**src/rtl/hqd_pkg.sv**
```systemverilog
package hqd_pkg;

  localparam int SAMPLE_WIDTH  = 16;
  localparam int FRACTION_BITS = 13;

  // packer: up to 7 bits held between samples, up to 15 right after a symbol
  localparam int HOLD_WIDTH = 7;
  localparam int ACC_WIDTH  = 15;

  // output queue
  localparam int FIFO_DEPTH = 4;
  localparam int FIFO_AW    = $clog2(FIFO_DEPTH);
  localparam int FIFO_CW    = $clog2(FIFO_DEPTH + 1);

  localparam logic signed [SAMPLE_WIDTH-1:0] ONE_POS = SAMPLE_WIDTH'(1 << FRACTION_BITS);
  localparam logic signed [SAMPLE_WIDTH-1:0] ONE_NEG = -ONE_POS;

  typedef enum logic [2:0] {
    MODE_BPSK   = 3'd0,
    MODE_QPSK   = 3'd1,
    MODE_QAM16  = 3'd2,
    MODE_QAM64  = 3'd3,
    MODE_QAM256 = 3'd4
  } mode_t;

  // one decided symbol, handed from the decision stage to the packer
  typedef struct packed {
    logic       valid;
    logic [7:0] sym;
    logic [3:0] nbits;
    logic       last;
  } hqd_sym_t;

  // up to two packed bytes produced by one symbol
  typedef struct packed {
    logic [1:0] count;
    logic [7:0] byte0;
    logic       last0;
    logic [7:0] byte1;
    logic       last1;
  } hqd_push_t;

  // clamp to [-1, 1] and round to one of 2^bits levels
  function automatic logic [3:0] level_index(input logic signed [SAMPLE_WIDTH-1:0] x,
                                             input logic [2:0] bits);
    logic signed [SAMPLE_WIDTH-1:0] xc;
    logic [FRACTION_BITS+1:0]       u;
    logic [FRACTION_BITS+5:0]       t;
    xc = x;
    if (x < ONE_NEG) xc = ONE_NEG;
    if (x > ONE_POS) xc = ONE_POS;
    u = (FRACTION_BITS+2)'(xc + ONE_POS);
    // u * (levels - 1) + one, levels - 1 = 2^bits - 1
    t = ((FRACTION_BITS+6)'(u) << bits) - (FRACTION_BITS+6)'(u)
        + (FRACTION_BITS+6)'(1 << FRACTION_BITS);
    return 4'(t >> (FRACTION_BITS + 1));
  endfunction

endpackage

```
**src/rtl/hqd_decision.sv**
```systemverilog
module hqd_decision import hqd_pkg::*; (
  input  logic                           clk,
  input  logic                           rst,
  input  logic                           load,
  input  logic                           advance,
  input  logic signed [SAMPLE_WIDTH-1:0] in_phase,
  input  logic signed [SAMPLE_WIDTH-1:0] quadrature,
  input  logic                           frame_end,
  input  logic [2:0]                     mode,
  output hqd_sym_t                       dec
);

  logic                           valid;
  logic signed [SAMPLE_WIDTH-1:0] i_reg;
  logic signed [SAMPLE_WIDTH-1:0] q_reg;
  logic                           last_reg;

  logic signed [SAMPLE_WIDTH:0] iq_sum;
  logic [2:0]                   half;
  logic [3:0]                   i_idx;
  logic [3:0]                   q_idx;

  always_ff @(posedge clk) begin
    if (rst) begin
      valid <= 1'b0;
    end else if (load) begin
      valid <= 1'b1;
    end else if (advance) begin
      valid <= 1'b0;
    end
  end

  always_ff @(posedge clk) begin
    if (load) begin
      i_reg    <= in_phase;
      q_reg    <= quadrature;
      last_reg <= frame_end;
    end
  end

  always_comb begin
    unique case (mode_t'(mode))
      MODE_BPSK:   half = 3'd0;
      MODE_QPSK:   half = 3'd1;
      MODE_QAM16:  half = 3'd2;
      MODE_QAM64:  half = 3'd3;
      MODE_QAM256: half = 3'd4;
      default:     half = 3'd4;  // unused codes act as 256-qam
    endcase
  end

  always_comb begin
    iq_sum = (SAMPLE_WIDTH+1)'(i_reg) + (SAMPLE_WIDTH+1)'(q_reg);
    i_idx  = level_index(i_reg, half);
    q_idx  = level_index(q_reg, half);
    dec.valid = valid;
    dec.last  = last_reg;
    if (half == 3'd0) begin
      dec.nbits = 4'd1;
      dec.sym   = {7'd0, (iq_sum > 0)};
    end else begin
      dec.nbits = {half, 1'b0};
      dec.sym   = 8'(i_idx) | (8'(q_idx) << half);
    end
  end

endmodule

```
**src/rtl/hqd_packer.sv**
```systemverilog
module hqd_packer import hqd_pkg::*; (
  input  logic      clk,
  input  logic      rst,
  input  logic      advance,
  input  hqd_sym_t  dec,
  output hqd_push_t push
);

  logic [HOLD_WIDTH-1:0] acc;
  logic [2:0]            cnt;
  logic [HOLD_WIDTH-1:0] acc_next;
  logic [2:0]            cnt_next;

  logic [ACC_WIDTH-1:0]  comb;
  logic [3:0]            sum;
  logic [2:0]            rest;
  logic                  full;
  logic [7:0]            full_byte;
  logic [HOLD_WIDTH-1:0] rem;
  logic [2:0]            rem_cnt;
  logic                  flush;
  logic [7:0]            flush_byte;

  always_comb begin
    comb = (ACC_WIDTH'(acc) << dec.nbits) | ACC_WIDTH'(dec.sym);
    sum  = {1'b0, cnt} + dec.nbits;
    full = sum[3];
    rest = sum[2:0];
    full_byte = 8'(comb >> rest);
    if (full) begin
      rem     = HOLD_WIDTH'(comb) & ((HOLD_WIDTH'(1) << rest) - HOLD_WIDTH'(1));
      rem_cnt = rest;
    end else begin
      rem     = HOLD_WIDTH'(comb);
      rem_cnt = sum[2:0];
    end
    flush      = dec.last && (rem_cnt != 3'd0);
    flush_byte = {1'b0, rem} << (4'd8 - {1'b0, rem_cnt});

    push.count = {1'b0, full} + {1'b0, flush};
    push.byte1 = flush_byte;
    push.last1 = 1'b1;
    if (full) begin
      push.byte0 = full_byte;
      push.last0 = dec.last && (rest == 3'd0);
    end else begin
      push.byte0 = flush_byte;
      push.last0 = 1'b1;
    end

    if (flush) begin
      acc_next = '0;
      cnt_next = '0;
    end else begin
      acc_next = rem;
      cnt_next = rem_cnt;
    end
  end

  always_ff @(posedge clk) begin
    if (rst) begin
      acc <= '0;
      cnt <= '0;
    end else if (advance) begin
      acc <= acc_next;
      cnt <= cnt_next;
    end
  end

endmodule

```
**src/rtl/hqd_out_fifo.sv**
```systemverilog
module hqd_out_fifo import hqd_pkg::*; (
  input  logic       clk,
  input  logic       rst,
  input  logic       wr_en,
  input  hqd_push_t  push,
  output logic       room,
  output logic       out_valid,
  input  logic       out_ready,
  output logic [7:0] data_byte,
  output logic       byte_last
);

  logic [8:0]         mem [FIFO_DEPTH];
  logic [FIFO_AW-1:0] wr_ptr;
  logic [FIFO_AW-1:0] rd_ptr;
  logic [FIFO_CW-1:0] count;
  logic [FIFO_AW-1:0] wr_ptr_next;
  logic [FIFO_CW-1:0] count_next;
  logic [1:0]         n_push;
  logic               pop;

  assign room      = count <= FIFO_CW'(FIFO_DEPTH - 2);
  assign out_valid = count != '0;
  assign pop       = out_valid && out_ready;
  assign n_push    = wr_en ? push.count : 2'd0;
  assign data_byte = mem[rd_ptr][8:1];
  assign byte_last = mem[rd_ptr][0];

  always_comb begin
    wr_ptr_next = wr_ptr + FIFO_AW'(n_push);
    count_next  = count + FIFO_CW'(n_push) - FIFO_CW'(pop);
  end

  always_ff @(posedge clk) begin
    if (rst) begin
      wr_ptr <= '0;
      rd_ptr <= '0;
      count  <= '0;
    end else begin
      wr_ptr <= wr_ptr_next;
      count  <= count_next;
      if (pop) begin
        rd_ptr <= rd_ptr + FIFO_AW'(1);
      end
    end
  end

  always_ff @(posedge clk) begin
    if (n_push != 2'd0) begin
      mem[wr_ptr] <= {push.byte0, push.last0};
    end
    if (n_push == 2'd2) begin
      mem[wr_ptr + FIFO_AW'(1)] <= {push.byte1, push.last1};
    end
  end

endmodule

```
**src/rtl/hard_decision_qam_demapper_core.sv**
```systemverilog
// sample path: a sample accepted into the sample register has its bytes written to the output queue
//   when that register advances, which waits until the queue has room for two bytes; out_valid
//   rises once the queue holds a byte. throughput: one sample per cycle while the queue has room;
//   one byte per output transaction, so a frame end that yields two bytes needs two output transactions;
//   the output queue has 4 entries. reset (rst, synchronous): clears the packer, the queue and the mode register (bpsk)
module hard_decision_qam_demapper_core import hqd_pkg::*; (
  input  logic                           clk,
  input  logic                           rst,
  // configuration
  input  logic                           cfg_wr_en,
  input  logic [2:0]                     cfg_wr_data,
  // sample input
  input  logic                           in_valid,
  output logic                           in_ready,
  input  logic signed [SAMPLE_WIDTH-1:0] in_phase,
  input  logic signed [SAMPLE_WIDTH-1:0] quadrature,
  input  logic                           frame_end,
  // byte output
  output logic                           out_valid,
  input  logic                           out_ready,
  output logic [7:0]                     data_byte,
  output logic                           byte_last
);

  logic [2:0] modulation_mode;
  hqd_sym_t   dec;
  hqd_push_t  push;
  logic       room;
  logic       advance;
  logic       load;

  // mode register; the user must write it only while the block is idle, the block itself does not enforce this
  always_ff @(posedge clk) begin
    if (rst) begin
      modulation_mode <= 3'(MODE_BPSK);
    end else if (cfg_wr_en) begin
      modulation_mode <= cfg_wr_data;
    end
  end

  // the sample register moves on whenever the queue can take two more bytes,
  // which is the worst case for one symbol
  assign advance  = dec.valid && room;
  assign in_ready = !dec.valid || advance;
  assign load     = in_valid && in_ready;

  // input register plus slicer: bpsk sign test or per-axis clamp and round
  hqd_decision u_decision (
    .clk        (clk),
    .rst        (rst),
    .load       (load),
    .advance    (advance),
    .in_phase   (in_phase),
    .quadrature (quadrature),
    .frame_end  (frame_end),
    .mode       (modulation_mode),
    .dec        (dec)
  );

  // shifts symbol bits in msb first, emits full bytes and the flushed tail
  hqd_packer u_packer (
    .clk     (clk),
    .rst     (rst),
    .advance (advance),
    .dec     (dec),
    .push    (push)
  );

  // result register: small queue that takes up to two bytes per cycle
  hqd_out_fifo u_out_fifo (
    .clk       (clk),
    .rst       (rst),
    .wr_en     (advance),
    .push      (push),
    .room      (room),
    .out_valid (out_valid),
    .out_ready (out_ready),
    .data_byte (data_byte),
    .byte_last (byte_last)
  );

endmodule
```
**config.mk**
```make
export PLATFORM = sky130hd
export DESIGN_NAME = hard_decision_qam_demapper_core
export DESIGN_NICKNAME = d
export VERILOG_FILES = /design/src/rtl/hqd_pkg.sv /design/src/rtl/hqd_decision.sv /design/src/rtl/hqd_packer.sv /design/src/rtl/hqd_out_fifo.sv /design/src/rtl/hard_decision_qam_demapper_core.sv
export SDC_FILE = /design/constraint.sdc
export NUM_CORES = 1
export LEC_CHECK = 0
export BUFFER_PORTS_ARGS = -buffer_cell sky130_fd_sc_hd__buf_2
export CAP_MARGIN = 30
export CORE_MARGIN = 8
export CORE_UTILIZATION = 30
export DETAILED_ROUTE_END_ITERATION = 6
export GPL_TIMING_DRIVEN = 0
export PLACE_DENSITY_LB_ADDON = 0.25
export RECOVER_POWER = 50
export REMOVE_ABC_BUFFERS = 1
export SYNTH_ARGS = -nofsm -noshare
export SYNTH_HDL_FRONTEND = slang
export SYNTH_SLANG_ARGS = --single-unit
```
**constraint.sdc**
```tcl
create_clock -name clk -period 6.9 [get_ports clk]
set_clock_uncertainty 0.1 [all_clocks]
set_input_delay 0.345 -clock clk [delete_from_list [all_inputs] [get_ports clk]]
set_output_delay 0.345 -clock clk [all_outputs]
set_load 0.03 [all_outputs]
```
### Word level (Yosys, flattened, before mapping)

Memories as Yosys holds them, arrays and structs flattened. A register that Yosys moved wholly into a read port is not among the register bits.
Index checks and enable logic that the tools add are counted.

| word-level totals | value |
|---|---|
| flip-flop bits (word level) | 54 |
| logic and storage cells | 80 |
| bits in writable memories | 36 |
| memories kept | 1 |

| operators by class | value |
|---|---|
| equality and inequality tests | 4 |
| shift-type cells | 7 |
| reductions and logical operators | 14 |
| magnitude comparators | 6 |
| add/subtract/negate cells | 16 |
| bitwise logic cells | 3 |
| mux-type cells | 19 |

Memories:

| memory | words | bits a word | rd ports | clocked after Yosys merged registers in | wr ports | line | text |
|---|---|---|---|---|---|---|---|
| u_out_fifo.mem | 4 | 9 | 1 | 1 | 2 | hqd_out_fifo.sv:13 | `logic [8:0] mem [FIFO_DEPTH];` |

Operators with widths:

| kind | count |
|---|---|
| $mux 15 | 4 |
| $add 18x14->18 const B | 2 |
| $shl 15x3->18 | 2 |
| $sub 18x15->18 | 2 |
| $gt 16x15->1 const B | 2 |
| $lt 16x14->1 const B | 2 |
| $add 15x15->15 const B | 2 |
| $add 16x16->17 | 1 |
| $gt 17x1->1 const B | 1 |
| $or 15x8->15 | 1 |
| $shl 7x4->15 | 1 |
| $shr 15x3->8 | 1 |
| $mux 7 | 2 |
| $mux 12 | 1 |
| $pmux 3 s4 | 1 |
| $logic_not 3->1 | 3 |
| $mux 9 | 1 |
| $or 4x8->8 | 1 |
| $shl 4x3->8 | 1 |
| $shl 7x4->8 | 1 |
| $and 7x7->7 | 1 |
| $shl 1x3->7 const A | 1 |
| $sub 7x1->7 const B | 1 |
| $eq 3x2->1 const B | 2 |
| other kinds (18) | 32 |

### Depth between registers and ports, before layout

| depth | value |
|---|---|
| word-level depth | 18 |
| gate-level depth with buffers | 25 |

### By module

Synthesis repeated with hierarchy kept, for this count alone.

| unflattened totals | value |
|---|---|
| cell total of the unflattened synthesis | 1006 |
| area total of the unflattened synthesis | 9192.6 um^2 |

Modules (own cells, without submodules):

| module | cells an instance | times used | area each (um^2) |
|---|---|---|---|
| hqd_decision | 543 | 1 | 4473.0 |
| hqd_out_fifo | 143 | 1 | 2309.7 |
| hqd_packer | 308 | 1 | 2289.7 |
| hard_decision_qam_demapper_core | 12 | 1 | 120.1 |

### Least setup slack after synthesis

Ideal clock, no wire load.

| timing path | value |
|---|---|
| path type | register -> register |
| from | register u_decision.q_reg[15] |
| to | memory u_out_fifo.mem[0][8], data pin |
| required time | 6539 ps |
| data arrival time | 5153 ps |
| path slack | 1386 ps |
| stages on the path, launching flop included | 22 |
| library setup time | 261 ps |
| cells stage by stage | edfxtp_1 > buf_2 > nor4_1 > a41oi_1 > o21bai_1 > clkbuf_1 > nand2_1 > mux4_2 > a21oi_1 > ha_1 > ha_1 > and4_1 > and3_1 > nand2_1 > a31oi_1 > or3_1 > a2111o_1 > and2_1 > a31o_2 > a221oi_1 > nor3_1 > a221o_1 |

RTL lines:

| what | line | text |
|---|---|---|
| start, declared | hqd_decision.sv:15 | `logic signed [SAMPLE_WIDTH-1:0] q_reg;` |
| start signal, assigned | hqd_decision.sv:36 | `q_reg <= quadrature;` |
| end, declared | hqd_out_fifo.sv:13 |  |

==> flow_metrics.tcl <==
set metrics [dict create \
    status "complete, but fails checks" \
    failed_checks "max-capacitance violations, max-slew violations" \
    crit_start "u_decision.q_reg[15]" \
    grt_pass1_vias 8056 \
    place_hpwl_um 21000 \
    grt_first_pass_wirelength_um 44700 \
    drc 0 \
    synth_edf_count 65 \
    detail-route-antenna-nets 0 \
    timing_worst_setup_path_type "flop to flop" \
    placed_cell_area_um2 9800 \
    largest_register_ffs 36 \
    cp.required_ps 6890 \
    endpoint_kind "flop" \
    critPathMaxFanout 25 \
    wl_um 27700 \
    grt_max_degree 51 \
    layout.area.seq_um2 2490 \
    ios 52 \
    crit_buf_inv 1 \
    relSlewSlack_pct -42.7 \
    yosysMostFrequentCell "nor2_1" \
    dieArea_um2 36300 \
    h-tree-depth 3 \
    rows 64 \
    yosysUniqueCellTypes 85 \
    via_per_inst 5.69 \
    antenna_found_initial 0 \
    fillers 3171 \
    drive_above_1_share_pct 11.0 \
    cts_root_buffer "clkbuf_16" \
    worst_pin_slew_ps 2140 \
    path_delay_family "compound AO/OA/AOI/OAI gates" \
    tns_ps 0 \
    port_buffers 51 \
    power_leakage_nw 3.88 \
    power.density_nw_per_um2 244 \
    syn_inst 1069 \
    vias 8484 \
    report.final.slew_viol_count 34 \
    clk_pin_slew_ps 80 \
    postLayoutCoreUtil_pct 33.5 \
    final_nets 1222 \
    wl_per_cell_um 18.6 \
    avgSynthCellArea_um2 8.54 \
    hp-start "quadrature[1]" \
    first_pass_iters 5 \
    areaGrowthSynthToFinish_pct 11.2 \
    layout_worst_path_cycle_share_pct 93.5 \
    drt-initial-drc-count 654 \
    synth-seq-area-share_pct 27.3 \
    gp_congestion 0.900 \
    cts_tree "done" \
    die_w_um 190 \
    min_path_type "input pin to flop" \
    core-area_um2 30300 \
    n_antenna_cell 0 \
    arrival_ps 6440 \
    path_cells "nor4_1 > a41oi_1 > o21bai_2 > buf_8 > nand2_1 > mux4_2 > a21oi_1 > ha_1 > ha_1 > and4_1 > and3_1 > o211ai_1 > o211ai_1 > xor2_1 > a22o_1 > a211oi_1 > a211oi_1 > o211a_1 > o21ai_0 > o221ai_1" \
    timing.rr.start "u_decision.q_reg[15]" \
    hold_viol_final 0 \
    initial_core_util_pct 30.1 \
    grt_overflow_total 0 \
    ys_ff_latch 92 \
    whs_ps 50.4 \
    yosysTopAreaCellShare_pct 21.4 \
    synth.area.top_cells "edfxtp_1 21%, ha_1 12%, dfxtp_1 5.9%" \
    max_stage_delay_ps 720 \
    async_flop_share_pct 0 \
    clockBufferDepth 2 \
    clock_latency_ps 370 \
    grt_use_total_pct 15.2 \
    finalSetupViolations 0 \
    synth_top_cell_by_area "edfxtp_1" \
    cts_made_buffers 9 \
    cp_slowest_cell "a211oi_1" \
    rsz0062_at_grt "false" \
    start_kind "flop" \
    syn_area_um2 9130 \
    die_h_um 190 \
    stdcell_area_um2 10200 \
    multi_input_area_um2 6290 \
    fmaxAchievable_mhz 155 \
    cts.sinks 92 \
    ir_drop_mv 0.110 \
    layout_min_cycle_time_ps 6450 \
    synth_commonest_cells "101 x nor2_1, 96 x nand2_1, 92 x a21oi_1, 89 x ha_1, 65 x edfxtp_1" \
    drv_cap 1 \
    hold_buffers 0 \
    yosys_warnings 0 \
    yosys_most_used_dff "edfxtp_1" \
]
==> metrics by stage <==
step	instances	worst slack, ps	power (mW)
after floorplan	1015	-439	1.62
after global placement	1462	-3720	1.92
after detailed placement	1469	-623	1.95
after CTS	1490	184	2.48
after global routing	1490	131	2.65
final	1490	447	2.47
==> layer usage <==
layer  GRT usage, %  routed length (um)  vias to the layer above
li1               -                   -                     4166
met1           20.8               13100                     4020
met2           24.3               12700                      252
met3           2.23                1190                       46
met5              0                   0                        -
met4           4.56                 710                        0
==> where the power goes <==
part	leakage [nW]	internal [mW]	switching, mW	total [mW]
Combinational	2.87	0.473	0.760	1.23
Clock	0.144	0.257	0.263	0.520
Sequential	0.871	0.649	0.0708	0.720
==> worst register-to-register path: cells and delay by family, from the launching register on <==
kind | cells | cell delay, ps
AOI/OAI and AO/OA | 11 | 3030
and+or+nand+nor | 4 | 1030
DFF | 1 | 580
adders and majority gates | 2 | 540
muxes | 1 | 500
buffers and inverters | 1 | 220
xor gates and xnor gates | 1 | 170
==> area by class of cell <==
class | count | share of cell area, %
clock buffer | 9 | 2.22
clock inverter | 7 | 0.764
inverter | 44 | 1.66
multi-input combinational | 880 | 62.0
sequential | 92 | 24.6
tap | 396 | 4.88
timing repair buffer | 61 | 3.89
timing repair inverter | 1 | 0.0493
==> what timing repair did <==
| item | 4_1_cts | 5_1_grt |
|---|---|---|
| buffers inserted | 3 | 0 |
| gates resized for setup | 1 | 3 |
| cloned | 2 | 0 |
| setup endpoints to repair | 69 | 14 |
==> kinds of logic after synthesis <==
| group | synth area share, % |
|---|---|
| flops | 27.3 |
| mux | 7.84 |
| buf+inv | 4.13 |
| simple gates | 20.0 |
| fa+ha+maj | 12.9 |
| compound gates | 25.9 |
| xor+xnor | 1.92 |
==> placed cells by master (no fill, tap or decap), types with 6 or more instances in the layout <==
cell type and count:
o22ai_1 9, mux4_2 16, o21ai_0 51, o21a_1 7
nor3_1 36, ha_1 89, o31ai_1 7, nor2_1 101
nor4_1 10, a31oi_1 12, a22oi_1 10, a211oi_1 21
nand4_1 11, inv_1 40, or2_2 8, xor2_1 6
edfxtp_1 65, a22o_1 15, and3_1 14, nand3_1 30
a221o_1 6, nor2b_1 14, nand2b_1 11, nand2_1 96
mux2i_1 31, xnor2_1 13, buf_2 41, dfxtp_1 26
clkbuf_1 10, o211ai_1 20, a21o_1 10, clkbuf_16 9
a211o_1 7, or3_1 6, and2_1 9, a21oi_1 92
a221oi_1 9
==> worst paths after layout <==
kind	endpoint	slack [ps]	depth (start not counted)
hold reg to reg	u_out_fifo.mem[2][0]	400	2
setup reg to reg	u_out_fifo.mem[0][6]	450	20
hold / removal	u_decision.q_reg[1]	50	1
setup / recovery	u_out_fifo.mem[0][6]	450	20
No activity file was read; power rests on OpenSTA's default activity.
